## config.mk

```make
export PLATFORM = sky130hd
export DESIGN_NAME = iq_phase_extract_unwrap
export DESIGN_NICKNAME = d
export VERILOG_FILES = /design/src/design/ipe_pkg.sv /design/src/design/ipe_cordic.sv /design/src/design/ipe_fifo.sv /design/src/design/ipe_unwrap.sv /design/src/design/iq_phase_extract_unwrap.sv
export SDC_FILE = /design/constraint.sdc
export NUM_CORES = 2
export LEC_CHECK = 0
export BUFFER_PORTS_ARGS = -buffer_cell sky130_fd_sc_hd__buf_2
export CELL_PAD_IN_SITES_DETAIL_PLACEMENT = 2
export CELL_PAD_IN_SITES_GLOBAL_PLACEMENT = 2
export CORE_MARGIN = 3
export CORE_UTILIZATION = 42
export DETAILED_ROUTE_END_ITERATION = 8
export GPL_TIMING_DRIVEN = 0
export MAX_ROUTING_LAYER = met4
export PLACE_DENSITY = 0.77
export SETUP_SLACK_MARGIN = 0.05
export SLEW_MARGIN = 20
export SYNTH_ARGS = -nofsm -noshare
export SYNTH_HDL_FRONTEND = slang
export SYNTH_SLANG_ARGS = --single-unit
```

## constraint.sdc

```tcl
create_clock -name clk -period 10.5 [get_ports clk]
set_clock_uncertainty 0.05 [all_clocks]
set_input_delay 2.1 -clock clk [delete_from_list [all_inputs] [get_ports clk]]
set_output_delay 2.1 -clock clk [all_outputs]
set_load 0.05 [all_outputs]
```

## src/design/ipe_pkg.sv

```systemverilog
// ----------------------------------------------------------------------------
// ipe_pkg: shared types and constants for the I/Q phase extract and unwrap
// CORDIC sizing, arctangent table, queue sizing and the angle record
// ----------------------------------------------------------------------------
package ipe_pkg;

  localparam int SAMPLE_WIDTH = 16;
  localparam int TURN_BITS    = 16;
  localparam int CORDIC_STEPS = 16;
  localparam int PHASE_WIDTH  = 32;
  // datapath width of the rotation registers, leaves room for the CORDIC gain
  localparam int CW           = SAMPLE_WIDTH + 4;
  // angle accumulator, 2^32 units per turn
  localparam int ZW           = 32;
  localparam int FIFO_DEPTH   = 32;
  localparam int FIFO_AW      = $clog2(FIFO_DEPTH);
  localparam int CREDIT_W     = $clog2(FIFO_DEPTH + 1);

  typedef logic signed [CW-1:0] cval_t;
  typedef logic [ZW-1:0]        zval_t;

  typedef struct packed {
    logic signed [TURN_BITS-1:0] raw;
    logic                        first;
  } angle_t;

  // atan(2^-k) in units of 2^-32 turn; steps past the table add nothing
  function automatic zval_t atan_lut(input int k);
    zval_t a;
    case (k)
      0:       a = 32'h20000000;
      1:       a = 32'h12E4051E;
      2:       a = 32'h09FB385B;
      3:       a = 32'h051111D4;
      4:       a = 32'h028B0D43;
      5:       a = 32'h0145D7E1;
      6:       a = 32'h00A2F61E;
      7:       a = 32'h00517C55;
      8:       a = 32'h0028BE53;
      9:       a = 32'h00145F2F;
      10:      a = 32'h000A2F98;
      11:      a = 32'h000517CC;
      12:      a = 32'h00028BE6;
      13:      a = 32'h000145F3;
      14:      a = 32'h0000A2FA;
      15:      a = 32'h0000517D;
      16:      a = 32'h000028BE;
      17:      a = 32'h0000145F;
      18:      a = 32'h00000A30;
      19:      a = 32'h00000518;
      20:      a = 32'h0000028C;
      21:      a = 32'h00000146;
      22:      a = 32'h000000A3;
      23:      a = 32'h00000051;
      default: a = '0;
    endcase
    return a;
  endfunction

endpackage

```

## src/design/ipe_cordic.sv

```systemverilog
// ----------------------------------------------------------------------------
// ipe_cordic: pipelined vectoring CORDIC
// one micro-rotation per stage, angle rounded to the turn resolution at the end
// ----------------------------------------------------------------------------
module ipe_cordic (
  input  logic                                  clk,
  input  logic                                  rst,
  input  logic                                  in_valid,
  input  logic signed [ipe_pkg::SAMPLE_WIDTH-1:0] in_i,
  input  logic signed [ipe_pkg::SAMPLE_WIDTH-1:0] in_q,
  input  logic                                  in_first,
  output logic                                  out_valid,
  output ipe_pkg::angle_t                       out_angle
);

  localparam int N = ipe_pkg::CORDIC_STEPS;

  ipe_pkg::cval_t xs [0:N];
  ipe_pkg::cval_t ys [0:N];
  ipe_pkg::zval_t zs [0:N];
  logic           zero [0:N];
  logic           first [0:N];
  logic           vld [0:N];

  ipe_pkg::cval_t nx [0:N-1];
  ipe_pkg::cval_t ny [0:N-1];
  ipe_pkg::zval_t nz [0:N-1];

  ipe_pkg::cval_t xe;
  ipe_pkg::cval_t ye;
  ipe_pkg::zval_t zr;

  assign xe = ipe_pkg::CW'(in_i);
  assign ye = ipe_pkg::CW'(in_q);

  always_comb begin
    for (int k = 0; k < N; k++) begin
      if (ys[k] > 0) begin
        nx[k] = xs[k] + (ys[k] >>> k);
        ny[k] = ys[k] - (xs[k] >>> k);
        nz[k] = zs[k] + ipe_pkg::atan_lut(k);
      end else begin
        nx[k] = xs[k] - (ys[k] >>> k);
        ny[k] = ys[k] + (xs[k] >>> k);
        nz[k] = zs[k] - ipe_pkg::atan_lut(k);
      end
    end
  end

  always_ff @(posedge clk) begin
    if (rst) begin
      for (int k = 0; k <= N; k++) begin
        vld[k] <= 1'b0;
      end
    end else begin
      vld[0] <= in_valid;
      for (int k = 0; k < N; k++) begin
        vld[k+1] <= vld[k];
      end
    end
  end

  always_ff @(posedge clk) begin
    // left half plane: turn by half a turn first
    if (in_i < 0) begin
      xs[0] <= -xe;
      ys[0] <= -ye;
      zs[0] <= ipe_pkg::zval_t'(1) << (ipe_pkg::ZW - 1);
    end else begin
      xs[0] <= xe;
      ys[0] <= ye;
      zs[0] <= '0;
    end
    zero[0]  <= (in_i == 0) && (in_q == 0);
    first[0] <= in_first;
    for (int k = 0; k < N; k++) begin
      xs[k+1]    <= nx[k];
      ys[k+1]    <= ny[k];
      zs[k+1]    <= nz[k];
      zero[k+1]  <= zero[k];
      first[k+1] <= first[k];
    end
  end

  // round half up to the turn resolution, wrapping
  assign zr = zs[N] + (ipe_pkg::zval_t'(1) << (ipe_pkg::ZW - 1 - ipe_pkg::TURN_BITS));

  assign out_valid       = vld[N];
  assign out_angle.raw   = zero[N] ? '0 : zr[ipe_pkg::ZW-1 -: ipe_pkg::TURN_BITS];
  assign out_angle.first = first[N];

endmodule

```

## src/design/ipe_fifo.sv

```systemverilog
// ----------------------------------------------------------------------------
// ipe_fifo: angle queue between the CORDIC front and the unwrap back
// register-array queue, one write and one read port
// ----------------------------------------------------------------------------
module ipe_fifo (
  input  logic            clk,
  input  logic            rst,
  input  logic            push,
  input  ipe_pkg::angle_t din,
  input  logic            pop,
  output logic            not_empty,
  output ipe_pkg::angle_t dout
);

  ipe_pkg::angle_t mem [0:ipe_pkg::FIFO_DEPTH-1];

  logic [ipe_pkg::FIFO_AW-1:0]  wr_ptr;
  logic [ipe_pkg::FIFO_AW-1:0]  rd_ptr;
  logic [ipe_pkg::CREDIT_W-1:0] count;

  always_ff @(posedge clk) begin
    if (push) begin
      mem[wr_ptr] <= din;
    end
  end

  always_ff @(posedge clk) begin
    if (rst) begin
      wr_ptr <= '0;
      rd_ptr <= '0;
      count  <= '0;
    end else begin
      if (push) begin
        wr_ptr <= wr_ptr + 1'b1;
      end
      if (pop) begin
        rd_ptr <= rd_ptr + 1'b1;
      end
      if (push && !pop) begin
        count <= count + 1'b1;
      end else if (pop && !push) begin
        count <= count - 1'b1;
      end
    end
  end

  assign not_empty = (count != '0);
  assign dout      = mem[rd_ptr];

endmodule

```

## src/design/ipe_unwrap.sv

```systemverilog
// ----------------------------------------------------------------------------
// ipe_unwrap: phase unwrap against the previous phase, with 32-bit clipping
// holds the previous unwrapped phase and the output register
// ----------------------------------------------------------------------------
module ipe_unwrap (
  input  logic                                      clk,
  input  logic                                      rst,
  input  logic                                      in_valid,
  input  ipe_pkg::angle_t                           in_angle,
  output logic                                      pop,
  output logic                                      out_valid,
  input  logic                                      out_ready,
  output logic signed [ipe_pkg::TURN_BITS-1:0]      raw_angle,
  output logic signed [ipe_pkg::PHASE_WIDTH-1:0]    unwrapped_phase,
  output logic                                      saturated
);

  localparam int EW = ipe_pkg::PHASE_WIDTH + 4;
  localparam logic signed [EW-1:0] HALF     = EW'(64'sd1 <<< (ipe_pkg::TURN_BITS - 1));
  localparam logic signed [EW-1:0] TURN_M1  = EW'((64'sd1 <<< ipe_pkg::TURN_BITS) - 1);
  localparam logic signed [EW-1:0] TURN_MSK = ~TURN_M1;
  localparam logic signed [EW-1:0] PMAX     =
    EW'((64'sd1 <<< (ipe_pkg::PHASE_WIDTH - 1)) - 1);
  localparam logic signed [EW-1:0] PMIN     = EW'(-(64'sd1 <<< (ipe_pkg::PHASE_WIDTH - 1)));

  logic signed [ipe_pkg::PHASE_WIDTH-1:0] previous_phase;

  logic signed [EW-1:0] raw_e;
  logic signed [EW-1:0] prev_e;
  logic signed [EW-1:0] d;
  logic signed [EW-1:0] phase;
  logic signed [ipe_pkg::PHASE_WIDTH-1:0] phase_next;
  logic                 sat_next;

  assign pop = in_valid && (!out_valid || out_ready);

  always_comb begin
    raw_e  = EW'(in_angle.raw);
    prev_e = in_angle.first ? '0 : EW'(previous_phase);
    d      = raw_e - prev_e;
    phase  = raw_e;
    // whole turns of ceil(|d| / turn) pulled back towards the previous phase
    if (d > HALF) begin
      phase = raw_e - ((d + TURN_M1) & TURN_MSK);
    end else if (d < -HALF) begin
      phase = raw_e + ((TURN_M1 - d) & TURN_MSK);
    end
    if (phase > PMAX) begin
      phase_next = PMAX[ipe_pkg::PHASE_WIDTH-1:0];
      sat_next   = 1'b1;
    end else if (phase < PMIN) begin
      phase_next = PMIN[ipe_pkg::PHASE_WIDTH-1:0];
      sat_next   = 1'b1;
    end else begin
      phase_next = phase[ipe_pkg::PHASE_WIDTH-1:0];
      sat_next   = 1'b0;
    end
  end

  always_ff @(posedge clk) begin
    if (rst) begin
      out_valid      <= 1'b0;
      previous_phase <= '0;
    end else begin
      if (pop) begin
        out_valid      <= 1'b1;
        previous_phase <= phase_next;
      end else if (out_ready) begin
        out_valid <= 1'b0;
      end
    end
  end

  always_ff @(posedge clk) begin
    if (pop) begin
      raw_angle       <= in_angle.raw;
      unwrapped_phase <= phase_next;
      saturated       <= sat_next;
    end
  end

endmodule

```

## src/design/iq_phase_extract_unwrap.sv

```systemverilog
// ----------------------------------------------------------------------------
// iq_phase_extract_unwrap: CORDIC atan2 of an I/Q stream with phase unwrap
// ----------------------------------------------------------------------------
// Input stream: one complex sample per transaction, s_tdata carries in_i and
// in_q, s_tuser flags the first sample of a signal (previous phase taken as 0).
// Output stream: one result per sample, in order: the wrapped CORDIC angle, the
// unwrapped phase (65536 units per turn) and a flag set when the phase clipped
// to 32 bits.
// From an accepted sample to its result on m_tvalid with an idle receiver, it
// passes 17 CORDIC register stages, the angle queue and the output register.
// Throughput: one sample per cycle unless the credits below run out; the phase
// unwrap forms each phase combinationally from the registered previous phase.
// The CORDIC pipeline never stalls. Sample acceptance is metered by credits
// equal to the 32-entry angle queue, so with a stalled receiver results pile up
// in the queue and s_tready drops once 32 samples are outstanding.
// Reset clears the previous phase to zero, empties the pipeline and the queue
// and drops m_tvalid; rst is synchronous, active high.
// ----------------------------------------------------------------------------
module iq_phase_extract_unwrap (
  input  logic        clk,
  input  logic        rst,
  input  logic        s_tvalid,
  output logic        s_tready,
  input  logic [31:0] s_tdata,   // [15:0] in_i, [31:16] in_q
  input  logic [0:0]  s_tuser,   // [0] first_sample
  output logic        m_tvalid,
  input  logic        m_tready,
  output logic [47:0] m_tdata,   // [15:0] raw_angle, [47:16] unwrapped_phase
  output logic [0:0]  m_tuser    // [0] saturated
);

  logic                             s_take;
  logic [ipe_pkg::CREDIT_W-1:0]     credits;
  logic                             cordic_valid;
  ipe_pkg::angle_t                  cordic_angle;
  logic                             q_not_empty;
  ipe_pkg::angle_t                  q_angle;
  logic                             q_pop;
  logic signed [15:0]               raw_angle;
  logic signed [31:0]               unwrapped_phase;
  logic                             saturated;

  assign s_tready = (credits < ipe_pkg::CREDIT_W'(ipe_pkg::FIFO_DEPTH));
  assign s_take   = s_tvalid && s_tready;

  // samples in flight through the pipeline or waiting in the queue
  always_ff @(posedge clk) begin
    if (rst) begin
      credits <= '0;
    end else if (s_take && !q_pop) begin
      credits <= credits + 1'b1;
    end else if (q_pop && !s_take) begin
      credits <= credits - 1'b1;
    end
  end

  ipe_cordic u_cordic (
    .clk       (clk),
    .rst       (rst),
    .in_valid  (s_take),
    .in_i      (s_tdata[15:0]),
    .in_q      (s_tdata[31:16]),
    .in_first  (s_tuser[0]),
    .out_valid (cordic_valid),
    .out_angle (cordic_angle)
  );

  ipe_fifo u_fifo (
    .clk       (clk),
    .rst       (rst),
    .push      (cordic_valid),
    .din       (cordic_angle),
    .pop       (q_pop),
    .not_empty (q_not_empty),
    .dout      (q_angle)
  );

  ipe_unwrap u_unwrap (
    .clk             (clk),
    .rst             (rst),
    .in_valid        (q_not_empty),
    .in_angle        (q_angle),
    .pop             (q_pop),
    .out_valid       (m_tvalid),
    .out_ready       (m_tready),
    .raw_angle       (raw_angle),
    .unwrapped_phase (unwrapped_phase),
    .saturated       (saturated)
  );

  assign m_tdata = {unwrapped_phase, raw_angle};
  assign m_tuser = saturated;

endmodule

```

* Word-level counts from Yosys, hierarchy flattened
Memory sizes are Yosys's and may differ from the RTL's. A register that Yosys moved wholly into a read port is not among the register bits.
Cells that the tools add are included.
** Word-level totals
- Register bits :: 104
- Bits in latches :: 0
- Memory bits (writable) :: 1819
- ROM bits :: 0
- Input port bits :: 37
- Output and inout port bits :: 51
- Logic and storage cells :: 308
- Memories :: 7
** Memory list
- u_cordic.zs :: words 17, width 32, read ports 17, clocked after memory_dff 0, write ports 17, RTL line ipe_cordic.sv:20 : ipe_pkg::zval_t zs [0:N];
- u_fifo.mem :: words 32, width 17, read ports 1, clocked after memory_dff 1, write ports 1, RTL line ipe_fifo.sv:15 : ipe_pkg::angle_t mem [0:ipe_pkg::FIFO_DEPTH-1];
- u_cordic.xs :: words 17, width 20, read ports 16, clocked after memory_dff 0, write ports 17, RTL line ipe_cordic.sv:18 : ipe_pkg::cval_t xs [0:N];
- u_cordic.ys :: words 17, width 20, read ports 16, clocked after memory_dff 0, write ports 17, RTL line ipe_cordic.sv:19 : ipe_pkg::cval_t ys [0:N];
- u_cordic.first :: words 17, width 1, read ports 17, clocked after memory_dff 0, write ports 17, RTL line ipe_cordic.sv:22 : logic first [0:N];
- u_cordic.vld :: words 17, width 1, read ports 17, clocked after memory_dff 0, write ports 17, RTL line ipe_cordic.sv:23 : logic vld [0:N];
- 1 more memories
** Operators by class
- Add/subtract/negate cells :: 109
- Multipliers :: 0
- Div/mod/pow operators :: 0
- $lt $le $gt $ge :: 22
- Equality and inequality tests :: 0
- Shift operators :: 0
- Muxes and demuxes :: 123
- Bitwise operators :: 20
- Reductions and logical operators :: 18
** Operators with widths (number)
- $mux 32 :: 51
- $mux 20 :: 34
- $add 32x32->32 :: 16
- $sub 32x32->32 :: 16
- $gt 20x1->1 const B :: 16
- $mux 36 :: 3
- $sub 16x36->36 :: 2
- $logic_not 32->1 :: 2
- $add 20x10->20 :: 2
- $add 20x11->20 :: 2
- $add 20x12->20 :: 2
- $add 20x13->20 :: 2
- $add 20x14->20 :: 2
- $add 20x15->20 :: 2
- $add 20x16->20 :: 2
- $add 20x17->20 :: 2
- $add 20x18->20 :: 2
- $add 20x19->20 :: 2
- $add 20x5->20 :: 2
- $add 20x6->20 :: 2
- $add 20x7->20 :: 2
- $add 20x8->20 :: 2
- $add 20x9->20 :: 2
- $neg 16->20 :: 2
- 40 further kinds :: 120

* Depth between registers and ports, before layout
- Depth after elaboration :: 9
- Depth in mapped cells :: 37
- Gate-level depth less buffers :: 32

* Cells and area by module
A second synthesis with hierarchy kept.
** Second synthesis, totals
- Cells, all modules :: 10750
- Area, all modules :: 105118.3 sq um
** By module, submodules not included
- ipe_cordic :: instances 1, cells each 8544, area an instance 74237.4 sq um, seq. area each 21660.8 sq um
- ipe_fifo :: instances 1, cells each 1120, area an instance 21857.2 sq um, seq. area each 16756.1 sq um
- ipe_unwrap :: instances 1, cells each 1033, area an instance 8572.0 sq um, seq. area each 2132.0 sq um
- iq_phase_extract_unwrap :: instances 1, cells each 53, area an instance 451.7 sq um, seq. area each 120.1 sq um

* Least setup slack after synthesis
No wires, ideal clock.
- Path kind :: flip-flop to flip-flop
- From :: register (tool-made name)
- To :: register u_unwrap.unwrapped_phase[20] in the netlist's numbering, data pin
- Library setup time :: 260 ps
- Arrival time :: 9197 ps
- Data required time :: 10190 ps
- Slack :: 993 ps
- Stages on the path, launching flop included :: 35
- Path buffers :: 5
- Clock period less this slack :: 9507 ps
- Cells stage by stage :: dfxtp_1 > clkbuf_1 > clkbuf_1 > buf_1 > mux4_2 > mux4_2 > mux2i_1 > clkbuf_1 > nand2_1 > fa_1 > a211oi_1 > o21ai_2 > o31a_1 > a21oi_1 > o21ai_0 > xor2_1 > o41ai_1 > or4_4 > nor4_2 > and2_1 > nand2_1 > xnor2_1 > ha_1 > or3_1 > o31ai_1 > nor3_1 > o31a_1 > o21ai_0 > nand2b_1 > a21oi_1 > a22oi_4 > xnor2_4 > buf_4 > a221oi_2 > nor2_1
** RTL lines
- end signal: assignment :: RTL line ipe_unwrap.sv:77 : unwrapped_phase <= phase_next;
- end: declaration :: RTL line ipe_unwrap.sv:14 : output logic signed [ipe_pkg::PHASE_WIDTH-1:0] unwrapped_phase,

==> metrics <==
final setup fails 2; # DRC 0; dpl cells 13,240; initial antenna violation count 4; die area 246,400 um2; final net count 11,469; crit end category register; synth unique cells 122; first-pass GRT wire length 550.9 mm; Fin. Hold Viols 0; Synth top cells by count 1,142 x dfxtp_1, 1,101 x ha_1, 938 x xnor2_1; die width 496.4 um; layout cells sized above 1 0.09621; Fin Hold WS about 270 ps; Setup crit end u_unwrap.unwrapped_phase[20]; count leader, synth dfxtp_1; CTS Buffer Depth 3; flop-to-flop setup slack -50 ps; Post-synth EDFFs roughly 590; # port buffers 86; Synth Area in Compound Gates 0.1524; largest family of logic cells by synthesized area compound AO/OA/AOI/OAI gates; vias in the first global route slightly below 90,000; Ports 88; Synth Flop Type dfxtp_1; crit path max fanout 10; area grow syn2layout 12.81%; xor/xnor share of the synthesized area 0.1071; H-tree levels 4; Final min period 10,550 ps; number of max-cap violations 0; worst path required time 11,090 ps; final WL 361.7 mm; area of the multi-input gates 58,100 um2; CTS tree yes; Simple-Gate Fraction of Synth Area 0.1212; largest net degree at the start of global routing 59; wire per inst 26.54 um; async set-or-reset flop fraction in the synthesized netlist 0; Tcrit/Tclk final 1.004; area leader, netlist dfxtp_1; grt total ovfl 0; drt pass-1 iters 6; core footprint 238,500 um2; hold_buf cts 0; initial drt markers between 5,000 and 6,000; r2r worst-path depth 32; Layout fillers about 24,000; post-synthesis mux area share 0.04279; Worst R2R End u_unwrap.unwrapped_phase[20]; Vias 80,119; Register Area 40,680 um2; largest cells by area after synthesis dfxtp_1 23%, edfxtp_1 18%, ha_1 14%; max incr delay on CP 630 ps; CP arrival 11,140 ps; Non-Filler Instances 13,629; Total GRT Usage 0.2954; clock-pin slew on the worst setup and hold paths approximately 70 ps; Mapped Area 101,000 um2; number of core rows 179; Syn Area/Cell 10.14 um2; YS warnings 0; Setup CP Type register to register; f_max 94.82 MHz; synthesized-area fraction occupied by adder cells 0.1455; failing checks negative setup slack; vias per inst just under 6; Slew HR 0.2445; post-route ant nets 0; worst-skew pair later-pin latency 940 ps; Worst path depth 32; Worst path slowest cell xor2_1; Yosys top cell area share 0.2264; Final Slew Violations 0; CP delay by family, top compound AO/OA/AOI/OAI gates; fin worst setup slack -46.36 ps; CTS Buf Count 197; Worst Path Buf+Inv 4; register area share after synthesis 0.4027; worst-margin pin slew 1133 ps; CP Launch Type register; Setup TNS Final -89.86 ps; Root Buffer clkbuf_16; DP HPWL approximately 260 mm; initial core utilization 0.4234; synthesized flop and latch total 1,735; Die H ~500 um; gp weighted congestion 0.8550; run status complete, but fails checks; Hold Crit Class register to register; clock sinks 1,735; synthesized instance count 9,959
## worst min path at each step
| stage | start | to | slack [ps] | cells past startpoint |
|---|---|---|---|---|
| 3_3_place_gp | u_cordic.zs[0][353] | u_cordic.zs[0][385] | 260 | 0 |
| 5_1_grt | u_cordic.first[0][1] | u_cordic.first[0][2] | 280 | 0 |
| 2_1_floorplan | u_cordic.first[0][9] | u_cordic.first[0][10] | 260 | 0 |
| 6_report | u_cordic.first[0][1] | u_cordic.first[0][2] | 270 | 0 |
| 3_5_place_dp | u_cordic.zs[0][97] | u_cordic.zs[0][129] | 260 | 0 |
| 4_1_cts | u_cordic.first[0][1] | u_cordic.first[0][2] | 280 | 0 |
## sequential cells by signal, summed over array words and instances, names as in the netlist, named ones only
name and flops:
credits 6, u_cordic.first 17, u_cordic.vld 17, u_cordic.xs 286, u_cordic.ys 319, u_cordic.zero 17, u_cordic.zs 426, u_fifo.count 6
u_fifo.mem 544, u_fifo.rd_ptr 5, u_fifo.wr_ptr 5, u_unwrap.out_valid 1, u_unwrap.previous_phase 32, u_unwrap.raw_angle 16, u_unwrap.saturated 1, u_unwrap.unwrapped_phase 32
## cells in the final DEF (no fill, tap or decap), types with 49 or more instances in the layout
cell / instances
a21oi_1: 721
o21bai_1: 170
buf_2: 110
a21o_1: 195
a21boi_0: 63
nor4_1: 62
xor2_1: 283
or3_1: 158
or2_2: 55
a31oi_1: 54
mux4_2: 170
nand3_1: 161
xnor2_1: 937
and2_1: 73
nand2b_1: 104
o21ai_0: 462
o21a_1: 126
inv_1: 559
and3_1: 90
nor3_1: 267
a31o_2: 64
a211oi_1: 49
ha_1: 1101
nor2b_1: 135
o31ai_1: 84
nand2_1: 521
edfxtp_1: 593
clkbuf_1: 110
clkbuf_16: 197
nor2_1: 699
dfxtp_1: 1138
## layer usage
layer | GRT usage | wire length, um | up-vias
met1 | 0.3380 | 146100 | 40656
met5 | - | 0 | -
met2 | 0.5214 | 184000 | 2037
met3 | 0.03479 | 14320 | 819
met4 | 0.1243 | 17260 | 0
li1 | - | - | 36607
## layout make-up
| type | instances | share of cell area |
|---|---|---|
| diodes | 6 | 0.0001318 |
| plain buffers | 173 | 0.007676 |
| clock buffers | 240 | 0.04635 |
| clock inverters | 130 | 0.01635 |
| inverters | 570 | 0.01878 |
| multi-input cells | 7480 | 0.5099 |
| flip-flops and latches | 1735 | 0.3570 |
| well taps | 3167 | 0.03478 |
| repair buffers | 128 | 0.008983 |
## worst reg2reg max path, delay by kind of cell (launching register included)
kind,cells,cell delay (ps)
AND/OR/NAND/NOR,9,2330
buffers and inverters,4,1100
multiplexers,3,1430
AO/OA/AOI/OAI,11,2990
XOR/XNOR,3,1090
flip-flops,1,430
adder cells (fa/ha/maj),2,860
## metrics by stage
stage	setup slack, ps	util	cell area, um2
after global placement	-2991	0.4419	105400
final	-46.36	0.4777	113900
after global routing	-222.6	0.4776	113900
after CTS	88.92	0.4769	113700
after floorplan	993.1	-	101000
after detailed placement	-3816	0.4455	106300
## repair_timing
item,CTS,global route
endpoints found under the hold margin,0,0
gates resized for setup,105,29
gates cloned,0,0
setup buffers,6,10
setup endpoints to repair,65,63
pin swaps,7,12
## cell families after synthesis
logic type               after synthesis
other                                  1
flip-flops                          1735
XOR/XNOR                            1228
AO/OA/AOI/OAI                       2374
adder cells (fa/ha/maj)             1147
multiplexers                         216
AND/OR/NAND/NOR                     2512
buffers and inverters                746
Power is left out: the tool's default activity adds up to more than one toggle a clock period on the data nets, which glitch-free logic cannot reach.
